[config.mk]
export PLATFORM = sky130hd
export DESIGN_NAME = md5_hash_stream_unit
export DESIGN_NICKNAME = d
export VERILOG_FILES = /design/src/hw/rtl/md5hs_pkg.sv /design/src/hw/rtl/md5hs_regfile.sv /design/src/hw/rtl/md5hs_core.sv /design/src/hw/rtl/md5_hash_stream_unit.sv
export SDC_FILE = /design/constraint.sdc
export NUM_CORES = 2
export LEC_CHECK = 0
export BUFFER_PORTS_ARGS = -buffer_cell sky130_fd_sc_hd__buf_2
export CORE_ASPECT_RATIO = 1.1
export CORE_MARGIN = 4
export CORE_UTILIZATION = 29
export DETAILED_ROUTE_END_ITERATION = 10
export SETUP_SLACK_MARGIN = 0.4
export SYNTH_ARGS = -nofsm -noshare
export SYNTH_HDL_FRONTEND = slang
export SYNTH_SLANG_ARGS = --single-unit
[constraint.sdc]
create_clock -name clk -period 10.9 [get_ports clk]
set_clock_uncertainty 0.2 [all_clocks]
set_input_delay 0 -clock clk [delete_from_list [all_inputs] [get_ports clk]]
set_output_delay 0 -clock clk [all_outputs]
set_load 0.01 [all_outputs]
[src/hw/rtl/md5hs_pkg.sv]
// md5hs_pkg: shared types, constants and round helper functions for the md5 stream unit
// no dependencies; imported by md5hs_regfile, md5hs_core and md5_hash_stream_unit
`timescale 1ns / 1ps

package md5hs_pkg;

  localparam logic [31:0] MD5_IV_A = 32'h67452301;
  localparam logic [31:0] MD5_IV_B = 32'hEFCDAB89;
  localparam logic [31:0] MD5_IV_C = 32'h98BADCFE;
  localparam logic [31:0] MD5_IV_D = 32'h10325476;

  localparam int unsigned WORDS_PER_BLOCK = 16;
  localparam int unsigned WORD_ADDR_W     = $clog2(WORDS_PER_BLOCK);

  // round groups
  localparam logic [1:0] GRP_F = 2'd0;
  localparam logic [1:0] GRP_G = 2'd1;
  localparam logic [1:0] GRP_H = 2'd2;
  localparam logic [1:0] GRP_I = 2'd3;

  typedef struct packed {
    logic start;  // load working words from chaining words, run 64 rounds
    logic init;   // chaining words back to the initial values
  } core_ctrl_t;

  typedef struct packed {
    logic busy;   // rounds or final add in progress
    logic done;   // final add happens at this edge
  } core_stat_t;

  function automatic logic [31:0] k_const(input logic [5:0] idx);
    logic [31:0] k;
    unique case (idx)
      6'd0:  k = 32'hd76aa478;  6'd1:  k = 32'he8c7b756;
      6'd2:  k = 32'h242070db;  6'd3:  k = 32'hc1bdceee;
      6'd4:  k = 32'hf57c0faf;  6'd5:  k = 32'h4787c62a;
      6'd6:  k = 32'ha8304613;  6'd7:  k = 32'hfd469501;
      6'd8:  k = 32'h698098d8;  6'd9:  k = 32'h8b44f7af;
      6'd10: k = 32'hffff5bb1;  6'd11: k = 32'h895cd7be;
      6'd12: k = 32'h6b901122;  6'd13: k = 32'hfd987193;
      6'd14: k = 32'ha679438e;  6'd15: k = 32'h49b40821;
      6'd16: k = 32'hf61e2562;  6'd17: k = 32'hc040b340;
      6'd18: k = 32'h265e5a51;  6'd19: k = 32'he9b6c7aa;
      6'd20: k = 32'hd62f105d;  6'd21: k = 32'h02441453;
      6'd22: k = 32'hd8a1e681;  6'd23: k = 32'he7d3fbc8;
      6'd24: k = 32'h21e1cde6;  6'd25: k = 32'hc33707d6;
      6'd26: k = 32'hf4d50d87;  6'd27: k = 32'h455a14ed;
      6'd28: k = 32'ha9e3e905;  6'd29: k = 32'hfcefa3f8;
      6'd30: k = 32'h676f02d9;  6'd31: k = 32'h8d2a4c8a;
      6'd32: k = 32'hfffa3942;  6'd33: k = 32'h8771f681;
      6'd34: k = 32'h6d9d6122;  6'd35: k = 32'hfde5380c;
      6'd36: k = 32'ha4beea44;  6'd37: k = 32'h4bdecfa9;
      6'd38: k = 32'hf6bb4b60;  6'd39: k = 32'hbebfbc70;
      6'd40: k = 32'h289b7ec6;  6'd41: k = 32'heaa127fa;
      6'd42: k = 32'hd4ef3085;  6'd43: k = 32'h04881d05;
      6'd44: k = 32'hd9d4d039;  6'd45: k = 32'he6db99e5;
      6'd46: k = 32'h1fa27cf8;  6'd47: k = 32'hc4ac5665;
      6'd48: k = 32'hf4292244;  6'd49: k = 32'h432aff97;
      6'd50: k = 32'hab9423a7;  6'd51: k = 32'hfc93a039;
      6'd52: k = 32'h655b59c3;  6'd53: k = 32'h8f0ccc92;
      6'd54: k = 32'hffeff47d;  6'd55: k = 32'h85845dd1;
      6'd56: k = 32'h6fa87e4f;  6'd57: k = 32'hfe2ce6e0;
      6'd58: k = 32'ha3014314;  6'd59: k = 32'h6d0312d8;
      6'd60: k = 32'h8c1fdc3b;  6'd61: k = 32'h5bfebc37;
      6'd62: k = 32'h4f019c47;  6'd63: k = 32'h7f9305a0;
      default: k = 32'h0;
    endcase
    return k;
  endfunction

  // rotate amount, indexed by round group and round low bits
  function automatic logic [4:0] rot_amt(input logic [5:0] rnd);
    logic [4:0] s;
    unique case ({rnd[5:4], rnd[1:0]})
      4'd0:  s = 5'd7;   4'd1:  s = 5'd12;  4'd2:  s = 5'd17;  4'd3:  s = 5'd22;
      4'd4:  s = 5'd5;   4'd5:  s = 5'd9;   4'd6:  s = 5'd14;  4'd7:  s = 5'd20;
      4'd8:  s = 5'd4;   4'd9:  s = 5'd11;  4'd10: s = 5'd16;  4'd11: s = 5'd23;
      4'd12: s = 5'd6;   4'd13: s = 5'd10;  4'd14: s = 5'd15;  4'd15: s = 5'd21;
      default: s = 5'd0;
    endcase
    return s;
  endfunction

  // message word used by a round, all arithmetic mod 16
  function automatic logic [WORD_ADDR_W-1:0] msg_index(input logic [5:0] rnd);
    logic [WORD_ADDR_W-1:0] r;
    logic [WORD_ADDR_W-1:0] g;
    r = rnd[WORD_ADDR_W-1:0];
    unique case (rnd[5:4])
      GRP_F:   g = r;
      GRP_G:   g = WORD_ADDR_W'(4'd5 * r + 4'd1);
      GRP_H:   g = WORD_ADDR_W'(4'd3 * r + 4'd5);
      GRP_I:   g = WORD_ADDR_W'(4'd7 * r);
      default: g = r;
    endcase
    return g;
  endfunction

  function automatic logic [31:0] round_fn(input logic [1:0] grp, input logic [31:0] b,
                                           input logic [31:0] c, input logic [31:0] d);
    logic [31:0] f;
    unique case (grp)
      GRP_F:   f = (b & c) | (~b & d);
      GRP_G:   f = (b & d) | (c & ~d);
      GRP_H:   f = b ^ c ^ d;
      GRP_I:   f = c ^ (b | ~d);
      default: f = 32'h0;
    endcase
    return f;
  endfunction

  function automatic logic [31:0] rotl32(input logic [31:0] v, input logic [4:0] s);
    logic [63:0] t;
    t = {v, v} << s;
    return t[63:32];
  endfunction

endpackage

[src/hw/rtl/md5hs_regfile.sv]
// md5hs_regfile: 16 x 32 block buffer with byte-lane write strobes
// depends on md5hs_pkg for the word address width
`timescale 1ns / 1ps

module md5hs_regfile import md5hs_pkg::*; (
  input  logic                   clk,
  input  logic                   we,
  input  logic [WORD_ADDR_W-1:0] waddr,
  input  logic [3:0]             wstrb,
  input  logic [31:0]            wdata,
  input  logic [WORD_ADDR_W-1:0] raddr,
  output logic [31:0]            rdata
);

  logic [31:0] words [WORDS_PER_BLOCK];

  always_ff @(posedge clk) begin
    for (int lane = 0; lane < 4; lane++) begin
      if (we && wstrb[lane]) begin
        words[waddr][lane*8 +: 8] <= wdata[lane*8 +: 8];
      end
    end
  end

  assign rdata = words[raddr];

endmodule

[src/hw/rtl/md5hs_core.sv]
// md5hs_core: chaining words and one shared md5 round unit, 64 rounds then a final add
// depends on md5hs_pkg; reads message words from md5hs_regfile through msg_addr
`timescale 1ns / 1ps

module md5hs_core import md5hs_pkg::*; (
  input  logic                   clk,
  input  logic                   rst,
  input  core_ctrl_t             ctrl,
  input  logic [1:0]             word_sel,
  input  logic [31:0]            msg_word,
  output logic [WORD_ADDR_W-1:0] msg_addr,
  output logic [31:0]            cv_word,
  output core_stat_t             stat
);

  logic [31:0] cv [4];
  logic [31:0] a, b, c, d;
  logic [5:0]  rnd;
  logic        running;
  logic        add_pend;
  logic [31:0] f;
  logic [31:0] sum;
  logic [31:0] b_next;

  // one round per cycle
  always_comb begin
    f      = round_fn(rnd[5:4], b, c, d);
    sum    = a + f + k_const(rnd) + msg_word;
    b_next = b + rotl32(sum, rot_amt(rnd));
  end

  assign msg_addr  = msg_index(rnd);
  assign cv_word   = cv[word_sel];
  assign stat.busy = running | add_pend;
  assign stat.done = add_pend;

  always_ff @(posedge clk) begin
    if (rst) begin
      running  <= 1'b0;
      add_pend <= 1'b0;
      rnd      <= '0;
    end else if (ctrl.start) begin
      running <= 1'b1;
      rnd     <= '0;
    end else if (running) begin
      rnd <= rnd + 6'd1;
      if (&rnd) begin
        running  <= 1'b0;
        add_pend <= 1'b1;
      end
    end else if (add_pend) begin
      add_pend <= 1'b0;
    end
  end

  always_ff @(posedge clk) begin
    if (rst || ctrl.init) begin
      cv[0] <= MD5_IV_A;
      cv[1] <= MD5_IV_B;
      cv[2] <= MD5_IV_C;
      cv[3] <= MD5_IV_D;
    end else if (add_pend) begin
      cv[0] <= cv[0] + a;
      cv[1] <= cv[1] + b;
      cv[2] <= cv[2] + c;
      cv[3] <= cv[3] + d;
    end
  end

  // working words, no reset needed
  always_ff @(posedge clk) begin
    if (ctrl.start) begin
      a <= cv[0];
      b <= cv[1];
      c <= cv[2];
      d <= cv[3];
    end else if (running) begin
      a <= d;
      d <= c;
      c <= b;
      b <= b_next;
    end
  end

endmodule

[src/hw/rtl/md5_hash_stream_unit.sv]
// md5_hash_stream_unit: streaming md5, one message byte per item, four digest words out
// depends on md5hs_pkg, md5hs_regfile and md5hs_core
// a byte item that completes a block also starts a compression (64 rounds, then the final add)
// and the input stalls until it ends; the block rate is set by the single shared round unit
// end item: up to two compressions, each final block preceded by its padding word writes,
// then 4 result items
// reset (synchronous, active high): chaining words to the md5 initial values, length and
// byte position to zero, sequencer idle; the block buffer is not cleared
`timescale 1ns / 1ps

module md5_hash_stream_unit import md5hs_pkg::*; (
  input  logic        clk,
  input  logic        rst,
  // input item channel
  input  logic        in_valid,
  output logic        in_stall,
  input  logic [7:0]  data_byte,
  input  logic        has_byte,
  input  logic        end_of_message,
  // digest channel
  output logic        out_valid,
  input  logic        out_stall,
  output logic [31:0] digest_word,
  output logic [1:0]  word_index,
  output logic        digest_last
);

  // sequencer states
  localparam logic [1:0] S_IDLE = 2'd0;
  localparam logic [1:0] S_PAD  = 2'd1;
  localparam logic [1:0] S_COMP = 2'd2;
  localparam logic [1:0] S_OUT  = 2'd3;

  // where to go once a compression finishes
  localparam logic [1:0] RET_IDLE = 2'd0;  // full block mid-message
  localparam logic [1:0] RET_PAD  = 2'd1;  // full block on the end item, padding still to do
  localparam logic [1:0] RET_PAD2 = 2'd2;  // padding spilled over, length block next
  localparam logic [1:0] RET_OUT  = 2'd3;  // length block done, emit digest

  localparam logic [WORD_ADDR_W-1:0] LEN_LO_WORD = WORD_ADDR_W'(WORDS_PER_BLOCK - 2);
  localparam logic [WORD_ADDR_W-1:0] LEN_HI_WORD = WORD_ADDR_W'(WORDS_PER_BLOCK - 1);
  localparam logic [7:0]             PAD_MARKER  = 8'h80;
  localparam logic [1:0]             LAST_WORD   = 2'd3;

  logic [1:0]             state, state_next;
  logic [1:0]             ret, ret_next;
  logic [5:0]             pos, pos_next;
  logic [63:0]            bitlen, bitlen_next;
  logic [WORD_ADDR_W-1:0] pad_word, pad_word_next;
  logic                   mark, mark_next;
  logic                   second, second_next;
  logic [1:0]             out_idx, out_idx_next;

  logic                   in_acc;
  logic                   out_acc;
  logic                   len_blk;

  // block buffer write port
  logic                   buf_we;
  logic [WORD_ADDR_W-1:0] buf_waddr;
  logic [3:0]             buf_wstrb;
  logic [31:0]            buf_wdata;
  logic [WORD_ADDR_W-1:0] buf_raddr;
  logic [31:0]            buf_rdata;

  core_ctrl_t             ctrl;
  core_stat_t             stat;
  logic [31:0]            cv_word;

  md5hs_regfile u_regfile (
    .clk   (clk),
    .we    (buf_we),
    .waddr (buf_waddr),
    .wstrb (buf_wstrb),
    .wdata (buf_wdata),
    .raddr (buf_raddr),
    .rdata (buf_rdata)
  );

  md5hs_core u_core (
    .clk      (clk),
    .rst      (rst),
    .ctrl     (ctrl),
    .word_sel (out_idx),
    .msg_word (buf_rdata),
    .msg_addr (buf_raddr),
    .cv_word  (cv_word),
    .stat     (stat)
  );

  assign in_stall    = (state != S_IDLE);
  assign in_acc      = in_valid && !in_stall;
  assign out_valid   = (state == S_OUT);
  assign out_acc     = out_valid && !out_stall;
  assign digest_word = cv_word;
  assign word_index  = out_idx;
  assign digest_last = (out_idx == LAST_WORD);

  // the length goes into this block unless the end marker landed at byte 56 or later
  assign len_blk = second || (pos[5:3] != 3'b111);

  // buffer writes: message bytes when idle, one padding word per cycle when padding
  always_comb begin
    buf_we    = 1'b0;
    buf_waddr = pos[5:2];
    buf_wstrb = 4'b0000;
    buf_wdata = '0;
    if (state == S_IDLE && in_acc && has_byte) begin
      buf_we    = 1'b1;
      buf_wstrb = 4'b0001 << pos[1:0];
      buf_wdata = {4{data_byte}};
    end else if (state == S_PAD) begin
      buf_we    = 1'b1;
      buf_waddr = pad_word;
      if (mark) begin
        // marker byte at the next free lane, zero the lanes above, keep the ones below
        buf_wstrb = 4'b1111 << pos[1:0];
        buf_wdata = {24'h0, PAD_MARKER} << {pos[1:0], 3'b000};
      end else begin
        buf_wstrb = 4'b1111;
        if (len_blk && pad_word == LEN_LO_WORD) begin
          buf_wdata = bitlen[31:0];
        end else if (len_blk && pad_word == LEN_HI_WORD) begin
          buf_wdata = bitlen[63:32];
        end
      end
    end
  end

  // sequencer
  always_comb begin
    state_next    = state;
    ret_next      = ret;
    pos_next      = pos;
    bitlen_next   = bitlen;
    pad_word_next = pad_word;
    mark_next     = mark;
    second_next   = second;
    out_idx_next  = out_idx;
    ctrl.start    = 1'b0;
    ctrl.init     = 1'b0;
    unique case (state)
      S_IDLE: begin
        if (in_acc) begin
          if (has_byte) begin
            bitlen_next = bitlen + 64'd8;
            pos_next    = pos + 6'd1;
          end
          if (has_byte && (&pos)) begin
            // block is full, compress before anything else
            ctrl.start = 1'b1;
            state_next = S_COMP;
            ret_next   = end_of_message ? RET_PAD : RET_IDLE;
          end else if (end_of_message) begin
            state_next    = S_PAD;
            pad_word_next = pos_next[5:2];
            mark_next     = 1'b1;
            second_next   = 1'b0;
          end
        end
      end
      S_PAD: begin
        mark_next     = 1'b0;
        pad_word_next = pad_word + WORD_ADDR_W'(1);  // wraps to word 0 for a second pass
        if (pad_word == LEN_HI_WORD) begin
          ctrl.start = 1'b1;
          state_next = S_COMP;
          ret_next   = len_blk ? RET_OUT : RET_PAD2;
        end
      end
      S_COMP: begin
        if (stat.done) begin
          unique case (ret)
            RET_IDLE: state_next = S_IDLE;
            RET_PAD: begin
              state_next    = S_PAD;
              pad_word_next = '0;
              mark_next     = 1'b1;
              second_next   = 1'b0;
            end
            RET_PAD2: begin
              state_next    = S_PAD;
              pad_word_next = '0;
              mark_next     = 1'b0;
              second_next   = 1'b1;
            end
            RET_OUT: begin
              state_next   = S_OUT;
              out_idx_next = '0;
            end
            default: state_next = S_IDLE;
          endcase
        end
      end
      S_OUT: begin
        if (out_acc) begin
          out_idx_next = out_idx + 2'd1;
          if (out_idx == LAST_WORD) begin
            // digest delivered, start a fresh message
            ctrl.init   = 1'b1;
            pos_next    = '0;
            bitlen_next = '0;
            second_next = 1'b0;
            state_next  = S_IDLE;
          end
        end
      end
      default: state_next = S_IDLE;
    endcase
  end

  always_ff @(posedge clk) begin
    if (rst) begin
      state    <= S_IDLE;
      ret      <= RET_IDLE;
      pos      <= '0;
      bitlen   <= '0;
      pad_word <= '0;
      mark     <= 1'b0;
      second   <= 1'b0;
      out_idx  <= '0;
    end else begin
      state    <= state_next;
      ret      <= ret_next;
      pos      <= pos_next;
      bitlen   <= bitlen_next;
      pad_word <= pad_word_next;
      mark     <= mark_next;
      second   <= second_next;
      out_idx  <= out_idx_next;
    end
  end

  // the round unit only runs while the sequencer waits on it
  assert property (@(posedge clk) disable iff (rst) stat.busy |-> state == S_COMP)
    else $error("round unit busy outside compression");

  // a compression is never started on top of a running one
  assert property (@(posedge clk) disable iff (rst) ctrl.start |-> !stat.busy)
    else $error("compression started while round unit busy");

  // no input item is taken while digest words are pending
  assert property (@(posedge clk) disable iff (rst) out_valid |-> in_stall)
    else $error("input accepted during digest output");

  // after the last digest word the message state is back to empty
  assert property (@(posedge clk) disable iff (rst)
                   out_valid && !out_stall && digest_last |=> pos == '0 && bitlen == '0)
    else $error("message state not cleared after digest");

endmodule

Word-level counts from Yosys, hierarchy flattened
Memory sizes are Yosys's and may differ from the RTL's. A register that Yosys moved wholly into a read port is not among the register bits.
Cells that the tools add are included.

storage, ports and cells
  register bits after elaboration = 218
  memory bits (writable) = 640
  memory bits (read-only) = 2,128
  word-level logic and storage cells = 230
  memories kept = 4

operators by class
  $add $sub $neg = 15
  $mul = 3
  equality and inequality tests = 27
  shift-type cells = 4
  multiplexer cells = 106
  bitwise gates (word level) = 17
  reductions and logical operators = 38

memory list
  name             depth  bits a word  rd ports  clocked after memory_dff  write ports  line                 RTL
  (no name shown)  64     32           1         1                         0            md5hs_pkg.sv:33      unique case (idx)
  u_regfile.words  16     32           1         0                         1            md5hs_regfile.sv:15  logic [31:0] words [WORDS_PER_BLOCK];
  u_core.cv        4      32           5         1                         4            md5hs_core.sv:16     logic [31:0] cv [4];
  (no name shown)  16     5            1         1                         0            md5hs_pkg.sv:74      unique case ({rnd[5:4], rnd[1:0]})

operators with widths
  cell                                                                count
  32-bit 2-to-1 mux                                                   17
  32-bit adder                                                        8
  64-bit 2-to-1 mux                                                   4
  32-bit bitwise AND                                                  4
  32-bit one-hot mux with 4 select lines                              1
  64-bit one-hot mux with 2 select lines                              1
  32-bit bitwise OR                                                   3
  32-bit bitwise XOR                                                  3
  64-bit by 4-bit adder with 64-bit output, second input constant     1
  32-bit inverter                                                     2
  64-bit by 5-bit left shift with 64-bit output                       1
  4-bit 2-to-1 mux                                                    12
  1-bit 2-to-1 mux                                                    38
  6-bit 2-to-1 mux                                                    6
  8-bit by 5-bit left shift with 32-bit output, first input constant  1
  2-bit 2-to-1 mux                                                    15
  6-bit AND reduction                                                 5
  4-bit one-hot mux with 4 select lines                               1
  2-bit equality test, second input constant                          7
  2-bit inequality test, second input constant                        7
  6-bit by 1-bit adder with 6-bit output, second input constant       2
  4-bit one-hot mux with 3 select lines                               1
  6-bit one-hot mux with 2 select lines                               1
  4-bit AND reduction                                                 3
  other kinds (29)                                                    66

Logic depth before layout (Yosys ltp)
  depth after elaboration = 11
  mapped depth = 43
  depth with buffers taken out = 41

By module
A second synthesis with hierarchy kept.

second synthesis, totals
  cell total of the unflattened synthesis = 4,881
  area total of the unflattened synthesis = 54,038.1 µm²

modules (own cells, without submodules)
  module                instances  cells each  area each (µm²)  seq. area each (µm²)
  md5hs_core            1          3,348       29,543.3         8,588.2
  md5hs_regfile         1          877         19,457.4         15,374.7
  md5_hash_stream_unit  1          656         5,037.3          1,581.5

Worst setup path before layout
Ideal clock, no wire load.

  kind = register to register
  start = register u_core.rnd[0]
  end = register u_core.b[31] (data pin)
  library setup time = 0.135 ns
  data arrival time = 9.463 ns
  required time = 10.565 ns
  path slack = 1.102 ns
  stages on the path, launching flop included = 42
  buffers on the path = 4
  cells stage by stage = dfxtp_1 buf_6 inv_1 fa_1 inv_1 ha_1 mux4_2 clkbuf_1 clkbuf_1 buf_1 mux2i_1 a21oi_1 fa_1 inv_1 fa_1 inv_1 ha_1 inv_1 [6 not listed] a31oi_2 xnor2_1 mux4_2 nand2_1 o21ai_1 mux4_2 ha_1 a21o_1 or4_1 a311oi_1 nand2_1 a31oi_1 a21oi_1 a41oi_1 mux2i_1 nand3_1 or4_1 nand3_1

on the way
  word-level cells in the longest chain between the ends = 9
  elaborated cells on any way between the ends = 12
  classes of those cells = add/sub: 4; mul: 3; shift: 1; mux: 3; memory: 1

ends and longest elaborated chain
  what                                                                                                        line                              RTL
  start: declaration                                                                                          md5hs_core.sv:18                  logic [5:0] rnd;
  start signal: assignment                                                                                    md5hs_core.sv:46                  rnd <= rnd + 6'd1;
  2-bit by 4-bit multiplier with 4-bit output or 3-bit by 4-bit multiplier with 4-bit output (tied branches)  md5hs_pkg.sv:92, md5hs_pkg.sv:91
  4-bit by 3-bit adder with 4-bit output or 4-bit by 1-bit adder with 4-bit output (tied branches)            md5hs_pkg.sv:92, md5hs_pkg.sv:91
  4-bit one-hot mux with 4 select lines *                                                                     md5hs_pkg.sv:89                   unique case (rnd[5:4])
  memory read 16 x 32 bit *                                                                                   n/a
  32-bit adder *                                                                                              md5hs_core.sv:28                  sum = a + f + k_const(rnd) + msg_word;
  64-bit by 5-bit left shift with 64-bit output *                                                             md5hs_pkg.sv:114                  t = {v, v} << s;
  32-bit adder *                                                                                              md5hs_core.sv:29                  b_next = b + rotl32(sum, rot_amt(rnd));
  32-bit 2-to-1 mux *                                                                                         md5hs_core.sv:77                  end else if (running) begin
  32-bit 2-to-1 mux *                                                                                         md5hs_core.sv:72                  if (ctrl.start) begin
  end signal: assignment                                                                                      md5hs_core.sv:74                  b <= cv[1];
  end signal: assignment                                                                                      md5hs_core.sv:81                  b <= b_next;
  end: declaration                                                                                            md5hs_core.sv:17                  logic [31:0] a, b, c, d;

Every way passes the cells marked *; elsewhere a longest branch is shown, timed or not. The select of a mux whose other input is x is not followed.
A chain may end at the register's enable or synchronous reset.

Worst setup path after layout
  start = register u_core.rnd[1]
  end = register u_core.b[31] (data pin)

Same word-level chain as after synthesis.

==> results.py <==
metrics = {
    "global_route": {
        "antenna_found_initial": 6,
        "grt_pass1_wl_um": 258000,
        "grt_overflow": 0,
        "grt_max_degree": 183,
        "grt_use_total": 0.169,
        "grt_pass1_vias": 40700,
    },
    "route": {
        "wirelength_um": 172000,
        "ant_nets": 0,
        "drc": 0,
        "vias_per_cell": 5.39,
        "wire_per_inst_um": 22.2,
        "drt_iter0_markers": 4132,
        "dr.pass1.iters": 7,
        "via_count": 41900,
    },
    "setup_path": {
        "critPathArrivalTime_ns": 10.53,
        "reg2reg_to": "u_core.b[31]",
        "crit_type": "reg2reg",
        "slowest_stage": "a2111oi_0",
        "startpoint_type": "flip-flop",
        "reg2reg_depth": 33,
        "path_max_fanout": 28,
        "critPathMaxStageDelay_ns": 0.94,
        "required_ns": 11.28,
        "worst_r2r_startpoint": "u_core.rnd[1]",
        "setup.worst_path.start": "u_core.rnd[1]",
        "crit_end": "u_core.b[31]",
        "critPathCaptureType": "flip-flop",
        "regToRegSetupSlack_ns": 0.74,
    },
    "power": {
        "clockPowerShare": 0.288,
        "p_per_area_nw_per_um2": 192,
        "share_comb_of_total_power": 0.379,
        "ir_drop_uv": 133,
        "switching_share": 0.352,
        "power_uw": 12000,
        "power.switching_uw": 4220,
        "leakagePower_uw": 0.0219,
        "seqPwrFrac": 0.334,
        "power.internal_uw": 7750,
    },
    "finish": {
        "layout-drive-gt1-share": 0.136,
        "final_area_um2": 62400,
        "layout.nets": 5455,
        "area.growth.synth_to_final_pct": 13.8,
    },
    "placement": {
        "io_buffers": 50,
        "gp_congestion": 0.907,
        "hpwl_um": 123000,
        "postPlaceCellArea_um2": 58100,
    },
    "synthesis": {
        "synth-main-ff-cell": "edfxtp_1",
        "ys_seq_area_frac": 0.466,
        "synth_area_um2": 54900,
        "synth_top_area_frac": 0.420,
        "synth_area_per_cell_um2": 10.7,
        "synth_nets": 5429,
        "yosysWarningCount": 0,
        "synth.most_common_cell": "edfxtp_1",
        "postSynthCellCount": 5116,
        "synth_cell_types": 92,
        "yosys_register_bits": 894,
        "yosys.area.top_type": "edfxtp_1",
        "synth-edff-count": 768,
        "ys_top_cells_by_count": "edfxtp_1 (768), nand2_1 (627), nor2_1 (373)",
        "synthArstFlopShare": 0,
        "netlist_top_cells_area": "edfxtp_1 (42%), mux4_2 (7.3%), ha_1 (5.2%), dfxtp_1 (4.6%), nand2_1 (4.3%)",
    },
    "clocking": {
        "cts_buffer_depth": 3,
        "cts_sinks": 894,
        "cts_buffers": 101,
        "insertion_delay_ns": 0.73,
        "tritoncts": "built",
        "cts_htree_levels": 3,
        "clk_pin_slew_worst_paths_ns": 0.06,
        "cts.root.buffer_cell": "clkbuf_16",
    },
    "status": {
        "outcome": "completed",
    },
    "die": {
        "start_util": 0.291,
        "core_um2": 188000,
        "num_rows": 167,
        "num_io_pins": 51,
        "die_h_um": 464,
        "die_area_um2": 196000,
        "dieWidth_um": 423,
    },
    "sta": {
        "slew_headroom": 0.121,
        "tightest_slew_ns": 1.31,
        "hold_violations": 0,
        "tns_ns": 0,
        "fin_crit_sh": 0.932,
        "period_needed_ns": 10.16,
        "setup_viol": 0,
        "drv_slew": 0,
        "timing.fmax_mhz": 98.5,
        "rsz0062_at_grt": "false",
    },
    "min_path": {
        "hold_path.class": "in2reg",
        "worstHoldStart": "out_stall",
    },
    "job": {
        "cap_viol_max_count": 0,
    },
}
-- per-layer routing --
| layer | global-route usage | wire length, um | share of wire | vias up |
|---|---|---|---|---|
| met1 | 0.221 | 71600 | 0.42 | 20900 |
| met5 | 0 | 0 | 0 | - |
| met2 | 0.283 | 82800 | 0.48 | 1508 |
| met4 | 0.0709 | 7920 | 0.046 | 0 |
| met3 | 0.0203 | 10000 | 0.058 | 351 |
| li1 | - | - | - | 19100 |
-- layout make-up --
cell class	count	area (um2)
timing repair buffer	198	1590
inverter	277	1040
antenna	3	7.51
tap	2535	3170
sequential	894	25600
clock buffer	123	2630
multi-input combinational	3670	27700
clock inverter	67	708
fill	18900	126000
-- layout by cell type (no fill, tap or decap), types with 20 or more instances in the layout --
cell type	instances
a211oi_1	65
a21o_1	88
a21oi_1	291
a22oi_1	38
a31oi_1	85
and2_1	23
and3_1	36
buf_2	51
buf_4	116
clkbuf_1	20
clkbuf_16	103
clkinv_2	23
dfxtp_1	120
edfxtp_1	768
fa_1	68
ha_1	217
inv_1	270
maj3_1	29
mux2_2	22
mux2i_1	86
mux4_2	179
nand2_1	625
nand2b_1	38
nand3_1	127
nand4_1	36
nor2_1	371
nor2b_1	62
nor3_1	77
o211ai_1	44
o21a_1	37
o21ai_0	277
o21ai_1	24
o221a_2	29
o22a_1	31
o22ai_1	26
or2_2	30
or3_1	32
xnor2_1	104
xor2_1	141
-- stage by stage --
stage,hold slack (ns),instances,utilization,setup slack [ns]
6_report,0.141,7767,0.332,0.744
5_1_grt,0.153,7764,0.332,0.401
4_1_cts,0.0851,7740,0.328,0.427
3_5_place_dp,0.207,7521,0.309,0.118
3_3_place_gp,0.225,7521,0.309,0.331
2_1_floorplan,-0.000216,5116,-,1.10
-- critical path, delay by kind of cell, from the launching register on --
family	cells	cell delay [ns]
compound gates	10	3.20
mux	5	1.76
fa+ha+maj	6	2.31
simple gates	6	1.39
flops	1	0.39
buf+inv	6	0.71
-- registers in the layout, summed over array words and instances (netlist names), named ones only --
| name | flops |
|---|---|
| bitlen | 61 |
| mark | 1 |
| pad_word | 4 |
| pos | 6 |
| ret | 2 |
| second | 1 |
| state | 2 |
| u_core.a | 32 |
| u_core.add_pend | 1 |
| u_core.b | 32 |
| u_core.c | 32 |
| u_core.cv | 128 |
| u_core.d | 32 |
| u_core.rnd | 6 |
| u_core.running | 1 |
| u_regfile.words | 512 |
| word_index | 2 |
-- cells by family after synthesis --
| group | Yosys count | synth area share |
|---|---|---|
| flip-flops | 894 | 0.466 |
| buffers and inverters | 553 | 0.0387 |
| AND/OR/NAND/NOR | 1523 | 0.125 |
| adder cells (fa/ha/maj) | 328 | 0.0829 |
| AO/OA/AOI/OAI | 1267 | 0.150 |
| multiplexers | 296 | 0.0957 |
| XOR/XNOR | 255 | 0.0410 |
-- power groups by stage --
stage | combinational, uW | clock [uW] | sequential [uW]
2_1_floorplan | 3120 | 0 | 4040
3_3_place_gp | 4170 | 0 | 4060
3_5_place_dp | 4210 | 0 | 4070
5_1_grt | 4960 | 3650 | 4000
4_1_cts | 4280 | 3510 | 3990
6_report | 4530 | 3440 | 3990
-- worst min path at each step --
stage,slack (ns),cells after the start,endpoint
5_1_grt,0.15,5,ret[1]
2_1_floorplan,-0.0002,3,state[0]
3_5_place_dp,0.21,3,state[0]
3_3_place_gp,0.23,3,state[0]
6_report,0.14,7,flip-flop
4_1_cts,0.09,7,flip-flop
-- repair_timing --
item / in CTS / in global routing
gates resized for setup: 7 / 87
endpoints found under the setup margin: 2 / 16
pin swaps: 2 / 18
hold buffers: 18 / 0
endpoints found under the hold margin: 329 / 0
buffers inserted: 9 / 20
cloned: 2 / 3
(Power assumes the default switching activity.)
